`config.mk`:
```
export PLATFORM = sky130hd
export DESIGN_NAME = tet_cell
export DESIGN_NICKNAME = d
export VERILOG_FILES = /design/src/tet_pkg.sv /design/src/tet_cell.sv
export SDC_FILE = /design/constraint.sdc
export NUM_CORES = 1
export LEC_CHECK = 0
export BUFFER_PORTS_ARGS = -buffer_cell sky130_fd_sc_hd__buf_2
export CELL_PAD_IN_SITES_DETAIL_PLACEMENT = 1
export CELL_PAD_IN_SITES_GLOBAL_PLACEMENT = 1
export CORE_MARGIN = 2
export CORE_UTILIZATION = 32
export DETAILED_ROUTE_END_ITERATION = 10
export GPL_TIMING_DRIVEN = 0
export PLACE_DENSITY = 0.87
export RECOVER_POWER = 25
export SLEW_MARGIN = 5
export SYNTH_ARGS = -nofsm -noshare
export SYNTH_HDL_FRONTEND = slang
export SYNTH_SLANG_ARGS = --single-unit
```
`constraint.sdc`:
```
create_clock -name i_clk -period 4.5 [get_ports i_clk]
set_clock_uncertainty 0.1 [all_clocks]
set_input_delay 1.35 -clock i_clk [delete_from_list [all_inputs] [get_ports i_clk]]
set_output_delay 1.35 -clock i_clk [all_outputs]
set_load 0.02 [all_outputs]
```
`src/tet_pkg.sv`:
```
// Package for the timed event table: entry type, command codes, register indices, reset values.
// Used by tet_cell and timed_event_table_unit; no dependencies.
package tet_pkg;

    typedef enum logic [1:0] {
        CMD_ADD    = 2'd0,
        CMD_REMOVE = 2'd1,
        CMD_PURGE  = 2'd2,
        CMD_QUERY  = 2'd3
    } t_cmd;

    localparam logic [0:0] REG_PURGE_AGE = 1'b0;
    localparam logic [0:0] REG_LOOKAHEAD = 1'b1;
    localparam logic [31:0] PURGE_AGE_RST = 32'd900;
    localparam logic [31:0] LOOKAHEAD_RST = 32'd2678400;

    typedef struct packed {
        logic [31:0] id;
        logic [31:0] start;
        logic [31:0] length;
        logic [3:0]  color;
        logic [3:0]  kind;
    } t_entry;

endpackage

```
`src/tet_cell.sv`:
```
// One slot of the compacting chain: holds an entry and its valid bit.
// Depends on tet_pkg. Takes its right neighbor's entry when told to shift.
module tet_cell (
    input  logic           i_clk,
    input  logic           i_rst_n,
    input  logic           i_shift,
    input  logic           i_load,
    input  logic           i_clear,
    input  tet_pkg::t_entry i_next,
    input  logic           i_next_valid,
    input  tet_pkg::t_entry i_new,
    output tet_pkg::t_entry o_entry,
    output logic           o_valid
);
    import tet_pkg::*;

    t_entry r_entry;
    logic   r_valid;

    always_ff @(posedge i_clk) begin
        if (i_load) begin
            r_entry <= i_new;
        end else if (i_shift) begin
            r_entry <= i_next;
        end
    end

    always_ff @(posedge i_clk) begin
        if (!i_rst_n) begin
            r_valid <= 1'b0;
        end else if (i_load) begin
            r_valid <= 1'b1;
        end else if (i_shift) begin
            r_valid <= i_next_valid;
        end else if (i_clear) begin
            r_valid <= 1'b0;
        end
    end

    assign o_entry = r_entry;
    assign o_valid = r_valid;
endmodule

```
# Word-level counts from Yosys, hierarchy flattened
# Index checks and enable logic that the tools add are counted.
dict set report classes {
  mux 5
  reduce_logical 2
}
# op count
set ops {}
lappend ops {{$mux W104} 2}
lappend ops {{$mux W1} 3}
lappend ops {{$reduce_bool A3 Y1} 1}
lappend ops {{$reduce_bool A2 Y1} 1}
dict set report totals {
  ff_bits 105
  in_bits 214
  output_inout_bits 105
  wordCells 13
}

# Depth between registers and ports, before layout
# Gate-level depths: netlist (run 1).
dict set report depth {
  depth_word 3
  ltp_mapped 5
  ltp_nobuf 2
}

# Least setup slack after synthesis (run 1)
# OpenSTA, ideal clock, no wires.
dict set report synth_timing {
  kind {input to register}
  startpoint {input port i_load}
  endpoint {register r_entry (netlist bit o_entry[0]), enable pin}
  setup_ns 0.419
  arrival_ns 3.057
  required_time_ns 3.981
  slack_ns 0.924
  path_stages 4
  path_buffers 3
  path_cell_list {buf_6 -> buf_6 -> buf_6 -> or2_2}
}
dict set report synth_via {
  elab_chain_len 1
}
# element line
set synth_rtl {}
lappend synth_rtl {{from (decl)} tet_cell.sv:7} ;# input logic i_load,
lappend synth_rtl {{$reduce_bool A2 Y1 (no line)} n/a}
lappend synth_rtl {{to (signal assigned)} tet_cell.sv:22} ;# r_entry <= i_new;
lappend synth_rtl {{to (signal assigned)} tet_cell.sv:24} ;# r_entry <= i_next;
lappend synth_rtl {{to (decl)} tet_cell.sv:17} ;# t_entry r_entry;
# Every way passes these cells.
# A chain may end at the register's enable or synchronous reset.

# Final worst setup path (run 1)
dict set report layout_timing {
  startpoint {input port i_load}
  endpoint {register r_entry (netlist bit o_entry[60]), enable pin}
}
# The elaborated chain is that of the path after synthesis.

==> impl_metrics.csv, run 1 <==
group,metric,value,unit
route,vias,3324,
synth,ys.warnings.count,0,
grt,grt_max_degree,54,
cells_and_area,area_growth,44.1,%
floorplan,core_area,13900,µm²
timing,max-slew-margin-rel,49.6,%
timing,period_share,74.1,%
grt,antenna_found_initial,0,
synth,muxShareOfSynthArea,28.7,%
route,dr.first_iter.drc_count,125,
worst_setup_path,crit_arrival,3.26,ns
cells_and_area,stdcell_count,738,
synth,ys_seq_elements,105,
grt,first_global_vias,3596,
cells_and_area,diodes,0,
clocking,clk_path_buf_depth,2,
cells_and_area,nFillCells,1515,
pwr,switchingPower,645,µW
floorplan,io-pin-count,319,
worst_setup_path,path_class,"input pin to register",
clocking,cts_root_buf,"clkbuf_16",
synth,synth.top_cell.area_share,68.2,%
placement,dpl_cell_area,6420,µm²
synth,synth_compound_area_share,0.273,%
synth,syn_area,4580,µm²
synth,synthTopCellsByArea,"edfxtp_1 68%, mux2_2 16%, mux2_4 12%",
timing,finalCriticalPeriod,3.33,ns
cells_and_area,layout.nets,768,
route,drcViolationCount,0,
floorplan,floorplan.initialDensity,32.9,%
route,viasPerCell,4.50,
min_path,worst_hold_path.num_cells,2,
pwr,power_leakage,2.99,nW
min_path,min_from,"o_valid$_SDFFE_PN0P_",
status,outcome,"completed",
floorplan,die_w,124,µm
worst_setup_path,critPathTopFamily,"buffers and inverters",
worst_setup_path,worstSetupStartpointType,"input pin",
timing,hold_viol,0,
route,drtAntennaViolNets,0,
timing,finalSetupViolations,0,
floorplan,die_y,124,µm
grt,grt_pass1_wl,18500,µm
worst_setup_path,path_buf_inv,4,
clocking,clkSinkCount,105,
timing,finalHoldWorstSlack,0.499,ns
timing,fmax,300,MHz
worst_setup_path,path_cells,"buf_6, clkbuf_1, buf_6, or2_4, buf_16",
synth,synthesis.instances,225,
worst_setup_path,path_common_cell,"buf_6",
min_path,hp-class,"register to register",
timing,rsz0062_at_grt,"no",
route,avgRoutedWirePerCell,18.5,µm
pwr,pwr-share-comb,19.6,%
placement,placed_cells,723,
worst_setup_path,crit-reg2reg-launch,"o_valid$_SDFFE_PN0P_",
synth,synth_top_family_by_area,"multiplexers",
synth,syn_nets,439,
pwr,power_frac_seq,49.4,%
synth,yosys.area.top_type,"edfxtp_1",
worst_setup_path,rr_worst_depth,2,
grt,grtUsageTotal,16.8,%
pwr,powerDensity,375,nW/µm²
timing,final-max-slew-violation-count,0,
clocking,clk_pin_slew_worst_paths,0.07,ns
worst_setup_path,path_max_fanout,53,
clocking,insertion_delay,0.34,ns
grt,globalRouteOverflowTotal,0,
clocking,cts_resized,0,
worst_setup_path,cp_data_required_time,4.42,ns
worst_setup_path,r2r_end,"o_valid$_SDFFE_PN0P_",
cells_and_area,drive_gt1_share,74.0,%
clocking,post-cts-setup-buffers,0,
flow_run,maxCapViolCount,0,
clocking,cts_made_buffers,9,
cells_and_area,stdcell_area,6600,µm²
floorplan,rows,43,
route,firstDrtPassIters,4,
synth,yosysUniqueCellTypes,10,
synth,synth-xor-area-share,0,%
timing,fin_setup_tns,0,ns
placement,gp_congestion,0.832,
worst_setup_path,r2r_slack,3.42,ns
clocking,htreeDepth,3,
floorplan,die_area,15300,µm²
pwr,p_int,1.83,mW
synth,avgSynthCellArea,20.4,µm²
placement,port_buffers,317,
placement,place_hpwl,11200,µm
cells_and_area,utilization,47.4,%
worst_setup_path,end_kind,"register",
min_path,hold_path_end,"o_valid$_SDFFE_PN0P_",
pwr,clock_power_share,30.9,%
clocking,ctsHoldBuffers,0,
worst_setup_path,max_stage_delay,0.62,ns
worst_setup_path,cpMaxStageDelayCell,"or2_4",
clocking,cts_tree,"done",
timing,worst_pin_slew,0.755,ns
synth,synth-adder-area-share,0,%
synth,seq_area_frac_synth,68.6,%
pwr,ir_drop,178,µV
pwr,p_sw_share,26.0,%
synth,synth-simple-area-share,0.328,%
route,finalWirelength,13700,µm
[synth_stat cells]
library cell / number
a21boi_0: 1
a21oi_1: 1
buf_2: 6
buf_6: 6
dfxtp_1: 1
edfxtp_1: 104
mux2_2: 66
mux2_4: 38
or2_2: 1
or3b_2: 1
[worst reg2reg max path: stages (launching register included)]
cell and delay, ns:
dfxtp_1 0.33, or3b_2 0.43, a21boi_0 0.15
[area by class of cell]
type | instances | area (µm²) | area share, %
buffer | 12 | 60.1 | 0.910
clock buffer | 9 | 225 | 3.41
clock inverter | 6 | 58.8 | 0.891
multi-input combinational | 108 | 1280 | 19.3
sequential | 105 | 3140 | 47.6
tap | 180 | 225 | 3.41
timing repair buffer | 318 | 1610 | 24.4
[metal layers]
layer	vias to the layer above	share of wire, %	global-route usage, %
met5	-	0	0
met4	0	2.8	8.17
met3	29	9.4	5.40
met2	205	54	31.9
met1	1546	33	16.1
li1	1544	-	-
[registers in the layout, summed over array words and instances (netlist names)]
signal and count:
o_entry 104, o_valid 1
[per-stage QoR]
step                total power, mW  setup WS (ns)
floorplan                      1.52          0.924
global placement               1.74          0.315
detailed placement             1.76           1.16
CTS                            2.53           1.53
global route                   2.58           1.02
finish                         2.48           1.17
[how the worst max path moves through the flow]
stage,slack (ns),endpoint,from,cells past startpoint
global placement,0.31,o_entry[53]$_DFFE_PP_,i_load,4
finish,1.17,o_entry[60]$_DFFE_PP_,i_load,5
CTS,1.53,o_entry[60]$_DFFE_PP_,i_load,5
global route,1.02,o_entry[60]$_DFFE_PP_,i_load,5
floorplan,0.92,o_entry[0]$_DFFE_PP_,i_load,4
detailed placement,1.16,o_entry[53]$_DFFE_PP_,i_load,5
[cells in the final DEF, fill, tap and decap left out, drive strengths merged]
master    count
a21oi         1
dfxtp         1
inv           1
mux2        104
edfxtp      104
or2           1
a21boi        1
clkinvlp      1
clkbuf       20
or3b          1
bufinv        1
buf         319
clkinv        3
[cells by family after synthesis]
logic type,after synthesis
buffers and inverters,12
flip-flops,105
AND/OR/NAND/NOR,2
multiplexers,104
AO/OA/AOI/OAI,2
[power by group through the flow]
| stage | Combinational, mW | Clock, mW | Sequential, mW |
|---|---|---|---|
| after floorplan | 0.130 | 0 | 1.39 |
| after global placement | 0.493 | 0 | 1.24 |
| after global routing | 0.520 | 0.820 | 1.23 |
| after detailed placement | 0.510 | 0 | 1.25 |
| after CTS | 0.511 | 0.789 | 1.23 |
| final | 0.487 | 0.767 | 1.23 |
Power figures use the tool's default switching activity.
==> inputs of run 2 (changes only) <==
Settings changed: CORE_UTILIZATION 32 to 29, PLACE_DENSITY 0.87 to 0.83.
Clock period 4.5 ns to 2.8 ns, I/O delays scaled along.
==> impl_metrics.csv, run 2 (same netlist as run 1, synthesis figures left out) <==
group,metric,value,unit
status,outcome,"completed",
timing,finalSetupViolations,0,
worst_setup_path,cpMaxStageDelayCell,"or2_4",
worst_setup_path,worstSetupStartpointType,"input pin",
route,dr.first_iter.drc_count,118,
worst_setup_path,crit-reg2reg-launch,"o_valid$_SDFFE_PN0P_",
pwr,powerDensity,603,nW/µm²
timing,finalCriticalPeriod,2.36,ns
min_path,worst_hold_path.num_cells,2,
grt,grt_pass1_wl,18200,µm
clocking,cts_tree,"done",
clocking,cts_made_buffers,9,
pwr,p_total,4.04,mW
pwr,switchingPower,1.00,mW
pwr,p_sw_share,24.8,%
floorplan,rows,45,
route,vias,3285,
worst_setup_path,r2r_end,"o_valid$_SDFFE_PN0P_",
clocking,clkSinkCount,105,
route,viasPerCell,4.28,
placement,placed_cells,753,
worst_setup_path,path_common_cell,"buf_6",
min_path,hold_path_end,"o_valid$_SDFFE_PN0P_",
floorplan,die_w,130,µm
pwr,power_frac_seq,48.7,%
grt,first_global_vias,3516,
floorplan,floorplan.initialDensity,29.9,%
route,drtAntennaViolNets,0,
worst_setup_path,end_kind,"register",
clocking,clk_pin_slew_worst_paths,0.06,ns
floorplan,core_area,15300,µm²
pwr,ir_drop,338,µV
timing,max-slew-margin-rel,53.1,%
clocking,insertion_delay,0.33,ns
placement,dpl_cell_area,6430,µm²
worst_setup_path,path_max_fanout,61,
cells_and_area,nFillCells,1648,
min_path,min_from,"o_valid$_SDFFE_PN0P_",
grt,globalRouteOverflowTotal,0,
clocking,cts_root_buf,"clkbuf_16",
clocking,clk_path_buf_depth,2,
timing,period_share,84.4,%
placement,port_buffers,317,
grt,grtUsageTotal,14.6,%
clocking,cts_resized,0,
grt,antenna_found_initial,0,
clocking,htreeDepth,3,
worst_setup_path,rr_worst_depth,2,
worst_setup_path,crit_arrival,2.27,ns
cells_and_area,largest_reg_flops,104,
cells_and_area,stdcell_count,767,
floorplan,die_area,16800,µm²
grt,grt_max_degree,105,
cells_and_area,diodes,0,
timing,rsz0062_at_grt,"no",
pwr,power_leakage,3.05,nW
cells_and_area,drive_gt1_share,77.0,%
placement,place_hpwl,10300,µm
floorplan,die_y,130,µm
worst_setup_path,path_class,"input pin to register",
timing,hold_viol,0,
clocking,post-cts-setup-buffers,0,
clocking,ctsHoldBuffers,0,
timing,final-max-slew-violation-count,0,
route,finalWirelength,12900,µm
timing,worst_pin_slew,0.703,ns
cells_and_area,layout.nets,768,
timing,fmax,423,MHz
worst_setup_path,critPathTopFamily,"buffers and inverters",
route,firstDrtPassIters,4,
cells_and_area,area_growth,46.3,%
worst_setup_path,path_buf_inv,4,
pwr,clock_power_share,31.8,%
route,drcViolationCount,0,
cells_and_area,stdcell_area,6700,µm²
pwr,pwr-share-comb,19.4,%
worst_setup_path,path_cells,"buf_6, buf_6, buf_6, or2_4, buf_16",
cells_and_area,final_common_cell,"buf_2",
worst_setup_path,cp_data_required_time,2.70,ns
worst_setup_path,max_stage_delay,0.54,ns
pwr,p_int,3.04,mW
cells_and_area,layout_common_cells,"317 x buf_2, 104 x edfxtp_1, 63 x mux2_2",
min_path,hp-class,"register to register",
worst_setup_path,r2r_slack,1.70,ns
floorplan,io-pin-count,319,
route,avgRoutedWirePerCell,16.8,µm
flow_run,maxCapViolCount,0,
placement,gp_congestion,0.832,
[run 2: worst min-delay path, delay by kind of cell, from the launching register on]
kind | cells | cell delay [ns]
DFF | 1 | 0.31
AOI/OAI and AO/OA | 1 | 0.07
and+or+nand+nor | 1 | 0.18
[run 2: cell type report]
| class | count | area, µm² | area share [%] |
|---|---|---|---|
| timing repair buffer | 318 | 1610 | 24.1 |
| multi-input combinational | 108 | 1310 | 19.5 |
| buffer | 12 | 75.1 | 1.12 |
| tap | 211 | 264 | 3.94 |
| sequential | 105 | 3140 | 46.9 |
| clock buffer | 9 | 225 | 3.36 |
| clock inverter | 4 | 71.3 | 1.06 |
[run 2: worst max path at each step]
stage	from	endpoint	slack, ns	depth (start not counted)
2_1_floorplan	i_load	o_entry[0]$_DFFE_PP_	0.25	4
3_3_place_gp	i_load	o_entry[42]$_DFFE_PP_	-0.15	4
3_5_place_dp	i_load	o_entry[2]$_DFFE_PP_	-0.23	4
5_1_grt	i_load	o_entry[45]$_DFFE_PP_	0.34	5
4_1_cts	i_load	o_entry[42]$_DFFE_PP_	0.14	4
6_report	i_load	o_entry[50]$_DFFE_PP_	0.44	5
[run 2: routing by layer]
layer	routed length [µm]	GRT usage [%]	vias up
met2	6910	27.4	184
met4	262	6.33	0
li1	-	-	1543
met5	0	0	-
met1	4560	14.8	1539
met3	1150	4.59	19
[run 2: metrics by stage]
step | TNS (ns) | setup slack [ns] | hold slack (ns) | util, %
global route | 0 | 0.344 | 0.543 | 43.8
floorplan | 0 | 0.252 | 0.563 | -
detailed placement | -22.87 | -0.227 | 0.509 | 42.0
finish | 0 | 0.436 | 0.508 | 43.8
CTS | 0 | 0.144 | 0.519 | 44.0
global placement | -14.50 | -0.148 | 0.473 | 42.0
[run 2: power groups by stage]
stage	Combinational [mW]	Clock [mW]	Sequential, mW
final	0.786	1.29	1.97
after floorplan	0.209	0	2.24
after global routing	0.840	1.39	1.99
after detailed placement	0.806	0	2.01
after CTS	0.807	1.34	1.98
after global placement	0.787	0	2.00
==> inputs of run 3 (changes only) <==
Settings changed: CORE_UTILIZATION 29 to 32, PLACE_DENSITY 0.83 to 0.87.
Clock period 2.8 ns to 2.46 ns, I/O delays scaled along.
==> impl_metrics.csv, run 3 (same netlist as run 1, synthesis figures left out) <==
group,metric,value,unit
status,outcome,"completed",
pwr,power_frac_seq,51.0,%
floorplan,io-pin-count,319,
pwr,p_int,3.25,mW
route,avgRoutedWirePerCell,18.4,µm
timing,setup_ws,0.384,ns
clocking,cts_root_buf,"clkbuf_16",
worst_setup_path,end_kind,"register",
clocking,post-cts-setup-buffers,0,
route,drcViolationCount,0,
cells_and_area,diodes,0,
clocking,clk_pin_slew_worst_paths,0.07,ns
placement,gp_congestion,0.780,
clocking,cts_tree,"done",
pwr,switchingPower,1.16,mW
grt,grtUsageTotal,16.7,%
timing,final-max-slew-violation-count,0,
cells_and_area,drive_gt1_share,74.4,%
grt,first_global_vias,3591,
worst_setup_path,crit_arrival,2.07,ns
timing,period_share,84.4,%
floorplan,die_area,15300,µm²
worst_setup_path,path_max_fanout,10,
timing,worst_pin_slew,0.868,ns
grt,grt_pass1_wl,18700,µm
cells_and_area,layout_common_cells,"317 x buf_2, 104 x edfxtp_1, 60 x mux2_2",
pwr,p_sw_share,26.3,%
placement,post-place-ws,-0.440,ns
timing,finalSetupViolations,0,
timing,rsz0062_at_grt,"no",
placement,place_hpwl,10900,µm
grt,globalRouteOverflowTotal,0,
clocking,clkSinkCount,105,
pwr,pwr-share-comb,20.2,%
worst_setup_path,setup.worst_path.start,"i_load",
floorplan,die_w,124,µm
timing,finalCriticalPeriod,2.08,ns
timing,fin_setup_tns,0,ns
timing,fmax,482,MHz
clocking,ctsHoldBuffers,0,
clocking,insertion_delay,0.33,ns
clocking,htreeDepth,3,
route,firstDrtPassIters,4,
floorplan,rows,43,
floorplan,floorplan.initialDensity,32.9,%
cells_and_area,final_common_cell,"buf_2",
clocking,cts_made_buffers,9,
flow_run,maxCapViolCount,0,
worst_setup_path,worstSetupStartpointType,"input pin",
pwr,ir_drop,279,µV
worst_setup_path,cp_data_required_time,2.45,ns
cells_and_area,largest_reg_flops,104,
route,finalWirelength,13600,µm
route,vias,3322,
floorplan,die_y,124,µm
clocking,clk_path_buf_depth,2,
min_path,hp-class,"register to register",
pwr,powerDensity,671,nW/µm²
route,viasPerCell,4.50,
floorplan,core_area,13900,µm²
cells_and_area,layout.nets,768,
route,dr.first_iter.drc_count,142,
grt,grt_max_degree,53,
pwr,clock_power_share,28.8,%
timing,max-slew-margin-rel,42.1,%
timing,hold_viol,0,
worst_setup_path,path_class,"input pin to register",
worst_setup_path,crit-reg2reg-launch,"o_valid$_SDFFE_PN0P_",
cells_and_area,area_growth,43.3,%
placement,port_buffers,317,
pwr,power_leakage,2.98,nW
min_path,min_from,"o_valid$_SDFFE_PN0P_",
grt,antenna_found_initial,0,
route,drtAntennaViolNets,0,
[run 3: cell types whose count changed in the layout (fill, tap and decap cells not counted)]
cell,previous run,this run
buf_16,1,0
mux2_4,29,21
or2_4,1,2
clkinv_1,1,3
mux2_1,12,23
clkbuf_1,8,10
bufinv_16,2,0
clkinv_2,0,1
mux2_2,63,60
buf_6,4,3
[run 3: area by class of cell]
cell class	instances	area, µm²
Multi-Input combinational cell	109	1290
Clock buffer	10	229
Fill cell	1513	7370
Sequential cell	105	3140
Tap cell	180	225
Buffer	12	67.6
Clock inverter	5	23.8
Timing Repair Buffer	317	1590
[run 3: timing repair]
item | 4_1_cts | 5_1_grt
setup endpoints to repair | 104 | 52
pin swaps | 1 | 0
resized for setup | 0 | 1
cloned | 1 | 0
[run 3: worst paths after layout]
path,end,slack (ns),depth (start not counted)
worst max-delay path,o_entry[75]$_DFFE_PP_,0.38,4
worst min-delay path,o_valid$_SDFFE_PN0P_,0.50,2
worst max register to register,o_valid$_SDFFE_PN0P_,1.37,2
worst min register to register,o_valid$_SDFFE_PN0P_,0.50,2
[run 3: through the flow]
step	utilization (%)	power, mW	area (µm²)	instances	hold WS, ns
floorplan	-	2.78	4580	225	0.563
global placement	45.9	3.17	6400	722	0.480
detailed placement	45.9	3.22	6400	722	0.490
CTS	47.8	4.49	6660	738	0.499
global route	47.1	4.57	6560	738	0.522
finish	47.1	4.40	6560	738	0.500
[run 3: critical path, stage by stage]
cell      delay, ns
buf_6          0.12
buf_6          0.16
clkbuf_1       0.67
mux2_4         0.37
[run 3: metal layers]
layer,wire length (µm),share of wire (%),GRT usage (%)
met5,0,0,0
met4,340,2.5,8.03
met3,1170,8.6,4.30
met2,7310,54,31.6
met1,4770,35,17.0
[run 3: power groups by stage]
stage	Combinational [mW]	Sequential, mW	Clock, mW
3_3_place_gp	0.897	2.27	0
4_1_cts	0.931	2.25	1.31
5_1_grt	0.949	2.27	1.36
6_report	0.889	2.25	1.27
3_5_place_dp	0.925	2.29	0
2_1_floorplan	0.238	2.55	0
